File: src/rtl/core/bdhr_pkg.sv
// Package for the button debounce, hold and auto-repeat core.
// Holds the mode and operation codes, the per-button control struct and the
// configuration register indexes and reset values. No dependencies.
package bdhr_pkg;

    // Width of the sample history and of the hold and repeat counters.
    localparam int HIST_W = 5;
    localparam int CNT_W  = 8;

    // Fixed field widths of the stream payload and of the configuration port.
    localparam int FUNC_W     = 2;
    localparam int FIELD_BTNS = 4;
    localparam int MODE_W     = 2;
    localparam int CFG_W      = 8;
    localparam int CFG_IDX_W  = 1;
    localparam int IN_DATA_W  = 8;
    localparam int OUT_DATA_W = 16;

    // History patterns: all samples high (released) and all samples low.
    localparam logic [HIST_W-1:0] HIST_ALL_HIGH = '1;
    localparam logic [HIST_W-1:0] HIST_ALL_LOW  = '0;

    // Configuration register indexes and their reset values.
    localparam logic [CFG_IDX_W-1:0] CFG_HOLD_THRESHOLD = 1'b0;
    localparam logic [CFG_IDX_W-1:0] CFG_REPEAT_PERIOD  = 1'b1;
    localparam logic [CFG_W-1:0]     HOLD_THRESHOLD_RST = 8'd50;
    localparam logic [CFG_W-1:0]     REPEAT_PERIOD_RST  = 8'd10;

    // Debounced button mode.
    typedef enum logic [MODE_W-1:0] {
        MODE_RELEASED = 2'd0,
        MODE_PRESSED  = 2'd1,
        MODE_HELD     = 2'd2
    } t_mode;

    // Operation carried by an input item.
    typedef enum logic [FUNC_W-1:0] {
        FUNC_TICK        = 2'd0,
        FUNC_CLEAR_FLAGS = 2'd1,
        FUNC_RESET_BTN   = 2'd2,
        FUNC_NOP         = 2'd3
    } t_func;

    // Control for one button for one item.
    typedef struct packed {
        t_func func;
        logic  sample;
        logic  sel;
    } t_btn_ctrl;

    // Configuration shared by all buttons.
    typedef struct packed {
        logic [CFG_W-1:0] hold_threshold;
        logic [CFG_W-1:0] repeat_period;
    } t_cfg;

endpackage

File: src/rtl/core/bdhr_button.sv
// State and next-state logic of one debounced button.
// Depends on bdhr_pkg for the mode and operation codes and the control structs.
module bdhr_button
    import bdhr_pkg::*;
(
    input  logic      i_clk,
    input  logic      i_rst_n,
    input  logic      i_en,
    input  t_btn_ctrl i_ctrl,
    input  t_cfg      i_cfg,
    output t_mode     o_mode_next,
    output logic      o_flag_next
);

    logic [HIST_W-1:0] r_hist, n_hist;
    t_mode             r_mode, n_mode;
    logic [CNT_W-1:0]  r_hold, n_hold;
    logic [CNT_W-1:0]  r_rep,  n_rep;
    logic              r_flag, n_flag;
    logic [HIST_W-1:0] w_hist;

    // Next state for the operation of the current item.
    always_comb begin
        n_hist = r_hist;
        n_mode = r_mode;
        n_hold = r_hold;
        n_rep  = r_rep;
        n_flag = r_flag;
        w_hist = r_hist;
        case (i_ctrl.func)
            FUNC_TICK: begin
                if (r_mode == MODE_RELEASED) begin
                    // A low sample clears the newest history bit.
                    if (!i_ctrl.sample) begin
                        w_hist[0] = 1'b0;
                    end
                    if (w_hist == HIST_ALL_LOW) begin
                        n_hist = HIST_ALL_LOW;
                        n_mode = MODE_PRESSED;
                        n_flag = 1'b1;
                    end else begin
                        n_hist = {w_hist[HIST_W-2:0], 1'b1};
                    end
                end else begin
                    // A high sample sets the newest history bit.
                    w_hist[0] = w_hist[0] | i_ctrl.sample;
                    if (r_mode == MODE_PRESSED && w_hist == HIST_ALL_LOW) begin
                        if (r_hold >= i_cfg.hold_threshold) begin
                            n_mode = MODE_HELD;
                        end
                        n_hold = r_hold + 1'b1;
                    end
                    if (w_hist == HIST_ALL_HIGH) begin
                        // Release; the repeat counter keeps its value.
                        n_hist = HIST_ALL_HIGH;
                        n_mode = MODE_RELEASED;
                        n_hold = '0;
                    end else begin
                        n_hist = {w_hist[HIST_W-2:0], 1'b0};
                        // Auto-repeat while held, including the tick that entered held.
                        if (n_mode == MODE_HELD) begin
                            if (r_rep == i_cfg.repeat_period) begin
                                n_flag = 1'b1;
                                n_rep  = '0;
                            end else begin
                                n_rep = r_rep + 1'b1;
                            end
                        end
                    end
                end
            end
            FUNC_CLEAR_FLAGS: begin
                if (i_ctrl.sel) begin
                    n_flag = 1'b0;
                end
            end
            FUNC_RESET_BTN: begin
                if (i_ctrl.sel) begin
                    n_hist = HIST_ALL_HIGH;
                    n_mode = MODE_RELEASED;
                    n_hold = '0;
                    n_rep  = '0;
                    n_flag = 1'b0;
                end
            end
            default: begin
            end
        endcase
    end

    // State registers, updated once per processed item.
    always_ff @(posedge i_clk) begin
        if (!i_rst_n) begin
            r_hist <= HIST_ALL_HIGH;
            r_mode <= MODE_RELEASED;
            r_hold <= '0;
            r_rep  <= '0;
            r_flag <= 1'b0;
        end else if (i_en) begin
            r_hist <= n_hist;
            r_mode <= n_mode;
            r_hold <= n_hold;
            r_rep  <= n_rep;
            r_flag <= n_flag;
        end
    end

    assign o_mode_next = n_mode;
    assign o_flag_next = n_flag;

endmodule

File: src/rtl/core/button_debounce_hold_repeat_core.sv
// Top level of the button debounce core with hold detection and auto-repeat.
// Depends on bdhr_pkg and instantiates one bdhr_button per button.
//
// Usage:
//   Input stream (s_axis): one item per operation. tuser carries the
//   operation: tick with samples, clear press flags by mask, or reset
//   buttons by mask. tdata carries the active-low pin samples and the mask.
//   Output stream (m_axis): one item per input item, giving the mode of each
//   of the first four buttons and their sticky press flags after that operation.
//   Configuration: hold threshold and repeat period are written through
//   i_cfg_we / i_cfg_idx / i_cfg_data while the core is idle.
// Pipeline and throughput:
//   An accepted item is held in the input register; when it moves on, its
//   result is loaded into the result register.
//   One item per cycle is sustained while the receiver takes results.
// Reset and stall:
//   Reset (synchronous, active low) releases all buttons, clears flags and
//   counters and loads threshold 50 and period 10. When the receiver stalls,
//   the result register holds its item and the input register still takes
//   one more item; after that s_axis_tready drops until the result is taken.
module button_debounce_hold_repeat_core
    import bdhr_pkg::*;
#(
    parameter int NUM_BUTTONS = 4
) (
    input  logic                  i_clk,
    input  logic                  i_rst_n,
    // Input stream
    input  logic                  s_axis_tvalid,
    output logic                  s_axis_tready,
    input  logic [IN_DATA_W-1:0]  s_axis_tdata,  // [3:0] samples, [7:4] button_mask
    input  logic [FUNC_W-1:0]     s_axis_tuser,  // [1:0] func
    // Output stream
    output logic                  m_axis_tvalid,
    input  logic                  m_axis_tready,
    output logic [OUT_DATA_W-1:0] m_axis_tdata,  // [1:0] mode_button0, [3:2] mode_button1,
                                                 // [5:4] mode_button2, [7:6] mode_button3,
                                                 // [11:8] press_flags, [15:12] zero
    // Configuration write port
    input  logic                  i_cfg_we,
    input  logic [CFG_IDX_W-1:0]  i_cfg_idx,
    input  logic [CFG_W-1:0]      i_cfg_data
);

    t_cfg                      r_cfg;
    logic                      r_in_valid;
    t_func                     r_in_func;
    logic [FIELD_BTNS-1:0]     r_in_samples;
    logic [FIELD_BTNS-1:0]     r_in_mask;
    logic                      r_out_valid;
    logic [OUT_DATA_W-1:0]     r_out_data;
    logic                      w_advance;
    t_mode                     w_mode_next [NUM_BUTTONS];
    logic [NUM_BUTTONS-1:0]    w_flag_next;
    logic [FIELD_BTNS*MODE_W-1:0] w_modes;
    logic [FIELD_BTNS-1:0]     w_flags;

    // The buffered item moves on when the result register is free or being read.
    assign w_advance     = r_in_valid && (!r_out_valid || m_axis_tready);
    assign s_axis_tready = !r_in_valid || w_advance;

    // Configuration registers.
    always_ff @(posedge i_clk) begin
        if (!i_rst_n) begin
            r_cfg.hold_threshold <= HOLD_THRESHOLD_RST;
            r_cfg.repeat_period  <= REPEAT_PERIOD_RST;
        end else if (i_cfg_we) begin
            case (i_cfg_idx)
                CFG_HOLD_THRESHOLD: r_cfg.hold_threshold <= i_cfg_data;
                CFG_REPEAT_PERIOD:  r_cfg.repeat_period  <= i_cfg_data;
                default: begin
                end
            endcase
        end
    end

    // Input register.
    always_ff @(posedge i_clk) begin
        if (!i_rst_n) begin
            r_in_valid <= 1'b0;
        end else if (s_axis_tready) begin
            r_in_valid <= s_axis_tvalid;
        end
    end

    always_ff @(posedge i_clk) begin
        if (s_axis_tvalid && s_axis_tready) begin
            r_in_func    <= t_func'(s_axis_tuser);
            r_in_samples <= s_axis_tdata[FIELD_BTNS-1:0];
            r_in_mask    <= s_axis_tdata[2*FIELD_BTNS-1:FIELD_BTNS];
        end
    end

    // One state slice per button; buttons outside the fields sample high.
    for (genvar gi = 0; gi < NUM_BUTTONS; gi++) begin : g_btn
        t_btn_ctrl w_ctrl;
        t_mode     w_mode;
        logic      w_flag;

        if (gi < FIELD_BTNS) begin : g_in_field
            assign w_ctrl.sample = r_in_samples[gi];
            assign w_ctrl.sel    = r_in_mask[gi];
        end else begin : g_out_field
            assign w_ctrl.sample = 1'b1;
            assign w_ctrl.sel    = 1'b0;
        end
        assign w_ctrl.func = r_in_func;

        bdhr_button u_button (
            .i_clk       (i_clk),
            .i_rst_n     (i_rst_n),
            .i_en        (w_advance),
            .i_ctrl      (w_ctrl),
            .i_cfg       (r_cfg),
            .o_mode_next (w_mode),
            .o_flag_next (w_flag)
        );

        assign w_mode_next[gi] = w_mode;
        assign w_flag_next[gi] = w_flag;
    end

    // Report the first four buttons; missing buttons read as released, no flag.
    for (genvar gk = 0; gk < FIELD_BTNS; gk++) begin : g_report
        if (gk < NUM_BUTTONS) begin : g_present
            assign w_modes[gk*MODE_W +: MODE_W] = w_mode_next[gk];
            assign w_flags[gk]                  = w_flag_next[gk];
        end else begin : g_absent
            assign w_modes[gk*MODE_W +: MODE_W] = MODE_RELEASED;
            assign w_flags[gk]                  = 1'b0;
        end
    end

    // Result register.
    always_ff @(posedge i_clk) begin
        if (!i_rst_n) begin
            r_out_valid <= 1'b0;
        end else if (w_advance) begin
            r_out_valid <= 1'b1;
        end else if (m_axis_tready) begin
            r_out_valid <= 1'b0;
        end
    end

    always_ff @(posedge i_clk) begin
        if (w_advance) begin
            r_out_data <= {{(OUT_DATA_W - FIELD_BTNS*MODE_W - FIELD_BTNS){1'b0}},
                           w_flags, w_modes};
        end
    end

    assign m_axis_tvalid = r_out_valid;
    assign m_axis_tdata  = r_out_data;

    // A processed item always yields a result in the next cycle.
    a_advance_gives_result : assert property (@(posedge i_clk) disable iff (!i_rst_n)
        w_advance |=> r_out_valid)
        else $error("processed item did not produce a result");

    // A buffered item that cannot move on is kept.
    a_item_kept : assert property (@(posedge i_clk) disable iff (!i_rst_n)
        (r_in_valid && !w_advance) |=> r_in_valid)
        else $error("buffered item lost while stalled");

    // Resetting button 0 reports it released with its flag clear.
    a_reset_button0 : assert property (@(posedge i_clk) disable iff (!i_rst_n)
        (w_advance && r_in_func == FUNC_RESET_BTN && r_in_mask[0])
        |=> (r_out_data[MODE_W-1:0] == MODE_RELEASED && !r_out_data[FIELD_BTNS*MODE_W]))
        else $error("button reset not reflected in result");

    // Clearing flags by mask leaves button 0 without a press flag.
    a_clear_flag0 : assert property (@(posedge i_clk) disable iff (!i_rst_n)
        (w_advance && r_in_func == FUNC_CLEAR_FLAGS && r_in_mask[0])
        |=> !r_out_data[FIELD_BTNS*MODE_W])
        else $error("press flag clear not reflected in result");

endmodule
File: config.mk
export PLATFORM = sky130hd
export DESIGN_NAME = button_debounce_hold_repeat_core
export DESIGN_NICKNAME = d
export VERILOG_FILES = /design/src/rtl/core/bdhr_pkg.sv /design/src/rtl/core/bdhr_button.sv /design/src/rtl/core/button_debounce_hold_repeat_core.sv
export SDC_FILE = /design/constraint.sdc
export NUM_CORES = 1
export LEC_CHECK = 0
export BUFFER_PORTS_ARGS = -buffer_cell sky130_fd_sc_hd__buf_2
export CORE_MARGIN = 2
export CORE_UTILIZATION = 35
export DETAILED_ROUTE_END_ITERATION = 8
export SLEW_MARGIN = 20
export SYNTH_ARGS = -nofsm -noshare
export SYNTH_HDL_FRONTEND = slang
export SYNTH_SLANG_ARGS = --single-unit
export TNS_END_PERCENT = 10
File: constraint.sdc
create_clock -name i_clk -period 5.39 [get_ports i_clk]
set_input_delay 1.078 -clock i_clk [delete_from_list [all_inputs] [get_ports i_clk]]
set_output_delay 1.078 -clock i_clk [all_outputs]
set_load 0.01 [all_outputs]
* After elaboration in Yosys (flattened, before gate mapping)
Cells that the tools add are included.
Word-level totals: flip-flop bits (word level) 136, latch bits 0, memory bits (writable) 0, bits in read-only memories 0, input bits 24, output and inout bits 18, word-level logic and storage cells 261, memories kept 0
Operators by class: add/subtract/negate cells 8, $mul 0, divide/modulo/power cells 0, $lt $le $gt $ge 4, equality and inequality tests 38, shift operators 0, mux-type cells 138, bitwise operators 5, reductions and logical operators 40
Operator list (number):
- 8-bit two-way mux | 32
- 8-bit one-hot mux with 2 select lines | 8
- 5-bit two-way mux | 16
- 8-bit by 1-bit adder with 8-bit output, second input constant | 8
- 2-bit two-way mux | 32
- 5-bit zero test | 8
- 5-bit one-hot mux with 2 select lines | 4
- 1-bit two-way mux | 38
- 8-bit == test | 4
- 8-bit >= comparator | 4
- 2-bit inequality test, second input constant | 12
- 6-bit AND reduction | 4
- 5-bit == test, second input constant | 4
- 5-bit AND reduction | 4
- 2-bit one-hot mux with 2 select lines | 4
- 3-bit by 1-bit inequality test with 1-bit output, second input constant | 4
- 3-bit AND reduction | 4
- 2-bit by 1-bit == test with 1-bit output, second input constant | 5
- 2-bit == test, second input constant | 5
- 2-bit zero test | 5
- 2-bit by 1-bit inequality test with 1-bit output, second input constant | 4
- 1-bit one-hot mux with 2 select lines | 4
- 1-bit logical AND | 6
- 1-bit bitwise OR | 4
- 6 further kinds | 10

* Logic depth before layout (Yosys ltp)
depth after elaboration 11, mapped depth 10, mapped depth without buffers 8

* By module
From an unflattened synthesis, not the netlist that was laid out.
Second synthesis, totals: cell total of the unflattened synthesis 954, area, all modules 8222.9 um^2
By module, submodules not included:
- bdhr_button (g_btn[0].u_button ...) | instances 2, cells an instance 213, area an instance 1687.9 um^2, sequential area each 480.5 um^2
- bdhr_button (g_btn[2].u_button) | instances 1, cells an instance 213, area an instance 1736.7 um^2, sequential area each 480.5 um^2
- bdhr_button (g_btn[3].u_button) | instances 1, cells an instance 209, area an instance 1674.1 um^2, sequential area each 480.5 um^2
- button_debounce_hold_repeat_core | instances 1, cells an instance 106, area an instance 1436.4 um^2, sequential area each 1021.0 um^2

* Worst setup path before layout
No wires, ideal clock.
kind input to output, from input m_axis_tready, to output s_axis_tready, data arrival time 1.674 ns, required time 4.312 ns, path slack 2.638 ns, cell stages on the path 2, buffers on the path 0, path through nor2b_1 -> nand2_1
On the way: cells in the longest elaborated chain, start to end 3
Ends and longest elaborated chain:
- start, declared | line button_debounce_hold_repeat_core.sv:35 | input logic m_axis_tready,
- 1-bit logical OR | line button_debounce_hold_repeat_core.sv:59 | assign w_advance = r_in_valid && (!r_out_valid || m_axis_tready);
- 1-bit logical AND | line button_debounce_hold_repeat_core.sv:59
- 1-bit logical OR | line button_debounce_hold_repeat_core.sv:60 | assign s_axis_tready = !r_in_valid || w_advance;
- end, declared | line button_debounce_hold_repeat_core.sv:30 | output logic s_axis_tready,
Every way passes these cells.

* Worst setup path after layout
from register r_in_func[0], to register g_btn[2].u_button.r_rep[0]
On the way: cells in the longest elaborated chain, start to end 3, elaborated cells on any way between the ends 9, classes of those cells eq/ne: 5; mux: 1; reduce/logical: 3
Ends and longest elaborated chain:
- start, declared | line button_debounce_hold_repeat_core.sv:47 | t_func r_in_func;
- start signal, assigned | line button_debounce_hold_repeat_core.sv:88 | r_in_func <= t_func'(s_axis_tuser);
- 2-bit == test / 2-bit zero test (equally long branches) | line bdhr_button.sv:30 | case (i_ctrl.func)
- 2-bit inequality test (no line), or another cell as far along
- 6-bit AND reduction (no line)
- end signal, assigned | line bdhr_button.sv:103 | r_rep <= n_rep;
- end, declared | line bdhr_button.sv:18 | logic [CNT_W-1:0] r_rep, n_rep;
Parallel ways exist; a longest one is shown, timed or not. A chain may end at the register's enable or synchronous reset.

==> results.yml <==
worst_setup_path:
  path_max_fanout: 19
  start_kind: "register"
  path_class: "register to register"
  arrival_ns: 3.47
  end_kind: "register"
  required_ns: 5.68
power_and_ir_drop:
  p_int_mw: 1.945
  p_leak_nw: 3.242
  swShare_pct: 23.79
  power_switching_mw: 0.6071
  fin_total_pwr_mw: 2.552
  clock_power_share_pct: 50.8
  ir_worst_vdd_mv: 0.2117
  power_frac_seq_pct: 42.2
  power_density_mw_per_mm2: 295.3
  combPwrFrac_pct: 7.0
routing:
  via_count: 6395
  vias_per_cell: 5.365
  post_drt_wl_per_cell_um: 16.23
  drt-pass1-iter-count: 5
  drc: 0
  routed_wl_um: 19350
  final_antenna_net_count: 0
  initialDrtViolationCount: 448
clock_tree:
  cts_buffers: 17
  h-tree-depth: 4
  cts_tree: "yes"
  postCtsSetupBuffers: 0
  cts_hold_buf: 0
  path_clk_slew_ns: 0.06
  clk_latency_ns: 0.43
  cts.sinks: 136
  root_buffer: "clkbuf_16"
  clk_path_buf_depth: 2
  cts.repair.resized: 0
synth:
  ys.flop_type: "dfxtp_1"
  yosysTopAreaCell: "dfxtp_1"
  syn_inst: 877
  ys_seq_elements: 136
  synth.distinct_cells: 73
  yosysWarnings: 0
  synth_edf_count: 22
  synth_area_mm2: 0.007585
  syn_area_per_cell_um2: 8.649
  ys_top_cells_by_area: "dfxtp_1, edfxtp_1, ha_1"
  synth_seq_area_share_pct: 38.80
  async_reset_ff_share_pct: 0
  synth_top_area_share_pct: 30.09
grt:
  grt_use_total_pct: 17.79
  grt-ovfl-total: 0
  grt_pass1_wl_um: 31610
  grt_max_degree: 48
  antenna_found_initial: 0
  grt_pass1_vias: 5904
floorplan:
  die_h_um: 151.2
  core_mm2: 0.02115
  ios: 42
  initial_core_util_pct: 35.85
  die_w_um: 151.2
  rows: 53
  die_area_mm2: 0.02286
placement:
  gp_congestion: 0.8209
  dp_slack_ns: 1.997
  port_buffers: 37
  dpl.hpwl_um: 13960
sta:
  slew_headroom_pct: 39.20
  fin_tns_setup_ns: 0
  period_needed_ns: 3.176
  worst_slack_ns: 2.214
  hold_slack_ns: 0.4563
  tightestPinTransition_ns: 0.9037
  period_share_pct: 58.92
  rsz0062_at_grt: "no"
  skew_ns: 0.009576
  drv_slew: 0
  fmax_ghz: 0.3149
  setup_viol: 0
  hold_viol_final: 0
final_layout:
  antenna_cells: 0
  nets: 971
  area_delta_synth_final_pct: 13.92
  drive_above_1_share_pct: 12.10
run:
  cap_viol_max_count: 0
run_status:
  status: "finished clean"
worst_hold_path:
  worstHoldPathType: "register to register"
## Yosys cell counts (4+ instances only)
library cell,n
dfxtp_1,114
nor2_1,99
nand2_1,92
xnor2_1,56
a21oi_1,54
ha_1,43
o21ai_0,40
inv_1,34
nand3_1,27
clkbuf_1,22
edfxtp_1,22
nor3_1,21
nand4_1,18
a211oi_1,15
or3_1,15
o22ai_1,12
nand2b_1,11
xor2_1,10
and3_1,9
or2_2,9
a21o_1,8
mux2i_1,8
o21a_1,8
and2_1,7
nor4_1,7
a31oi_1,6
o211ai_1,6
o31ai_1,6
a2111oi_0,5
a211o_1,5
a221o_1,5
and4_1,5
buf_1,5
buf_4,5
o21ai_1,5
a2111oi_2,4
maj3_1,4
o21ai_2,4
## cell type report
cell class	count	area, µm²
flip-flops and latches	136	2943
clock buffers	23	530.5
clock inverters	9	130.1
multi-input cells	671	4335
well taps	275	344.1
fillers	2056	12510
inverters	36	135.1
repair buffers	42	222.7
## cells in the final DEF (no fill, tap or decap), types with 18 or more instances in the layout
cell,count
a21oi_1,54
xnor2_1,56
o21ai_0,40
nand2_1,92
nand3_1,27
nor3_1,21
inv_1,34
edfxtp_1,22
nor2_1,99
nand4_1,18
buf_2,37
ha_1,43
dfxtp_1,114
clkbuf_16,19
## path summary, 6_finish.rpt
path / end / slack (ns) / startpoint / depth (start not counted)
setup / recovery: g_btn[2].u_button.r_rep[0] / 2.21 / r_in_func[0] / 7
hold / removal: r_cfg[14] / 0.46 / r_cfg[14] / 2
setup reg to reg: g_btn[2].u_button.r_rep[0] / 2.21 / r_in_func[0] / 7
hold reg to reg: r_cfg[14] / 0.46 / r_cfg[14] / 2
## routing by layer
layer	vias to the layer above	wire length [µm]	GRT usage [%]
li1	3199	-	-
met2	170	8203	26.54
met4	0	396	6.028
met5	-	0	0
met3	32	1018	3.765
met1	2994	9727	25.40
## power groups by stage
stage	logic [mW]	registers [mW]	clock network (mW)
final	0.179	1.08	1.30
after floorplan	0.130	1.09	0
after global placement	0.176	1.10	0
after CTS	0.179	1.08	1.32
after global routing	0.200	1.08	1.36
after detailed placement	0.178	1.10	0
## worst max-delay path, stage by stage (launching register included)
cell       delay (ns)
edfxtp_1         0.40
inv_1            0.10
ha_1             0.65
inv_1            0.31
o21ai_1          0.42
o2111ai_2        0.37
o31ai_2          0.67
nor2_1           0.11
## sequential cells by signal, indices dropped and copies added (netlist names), 2 cells and up
| register | cells |
|---|---|
| r_in_mask | 4 |
| g_btn.u_button.r_mode | 8 |
| r_in_func | 2 |
| m_axis_tdata | 12 |
| g_btn.u_button.r_rep | 32 |
| r_cfg | 16 |
| g_btn.u_button.r_hist | 20 |
| g_btn.u_button.r_hold | 32 |
| g_btn.u_button.r_flag | 4 |
| r_in_samples | 4 |
## kinds of logic after synthesis
logic type	share of synthesized area, %
simple gates	21.73
buf+inv	4.190
fa+ha+maj	7.621
xor+xnor	7.621
compound gates	18.61
flops	38.80
other cells	0.04944
mux	1.386
## stage by stage
step,instance area (µm²),util [%],cells
4_1_cts,8641,40.85,1192
3_5_place_dp,7980,37.72,1160
6_report,8641,40.85,1192
5_1_grt,8641,40.85,1192
2_1_floorplan,7596,-,880
3_3_place_gp,7980,37.72,1160
(Power assumes the default switching activity.)
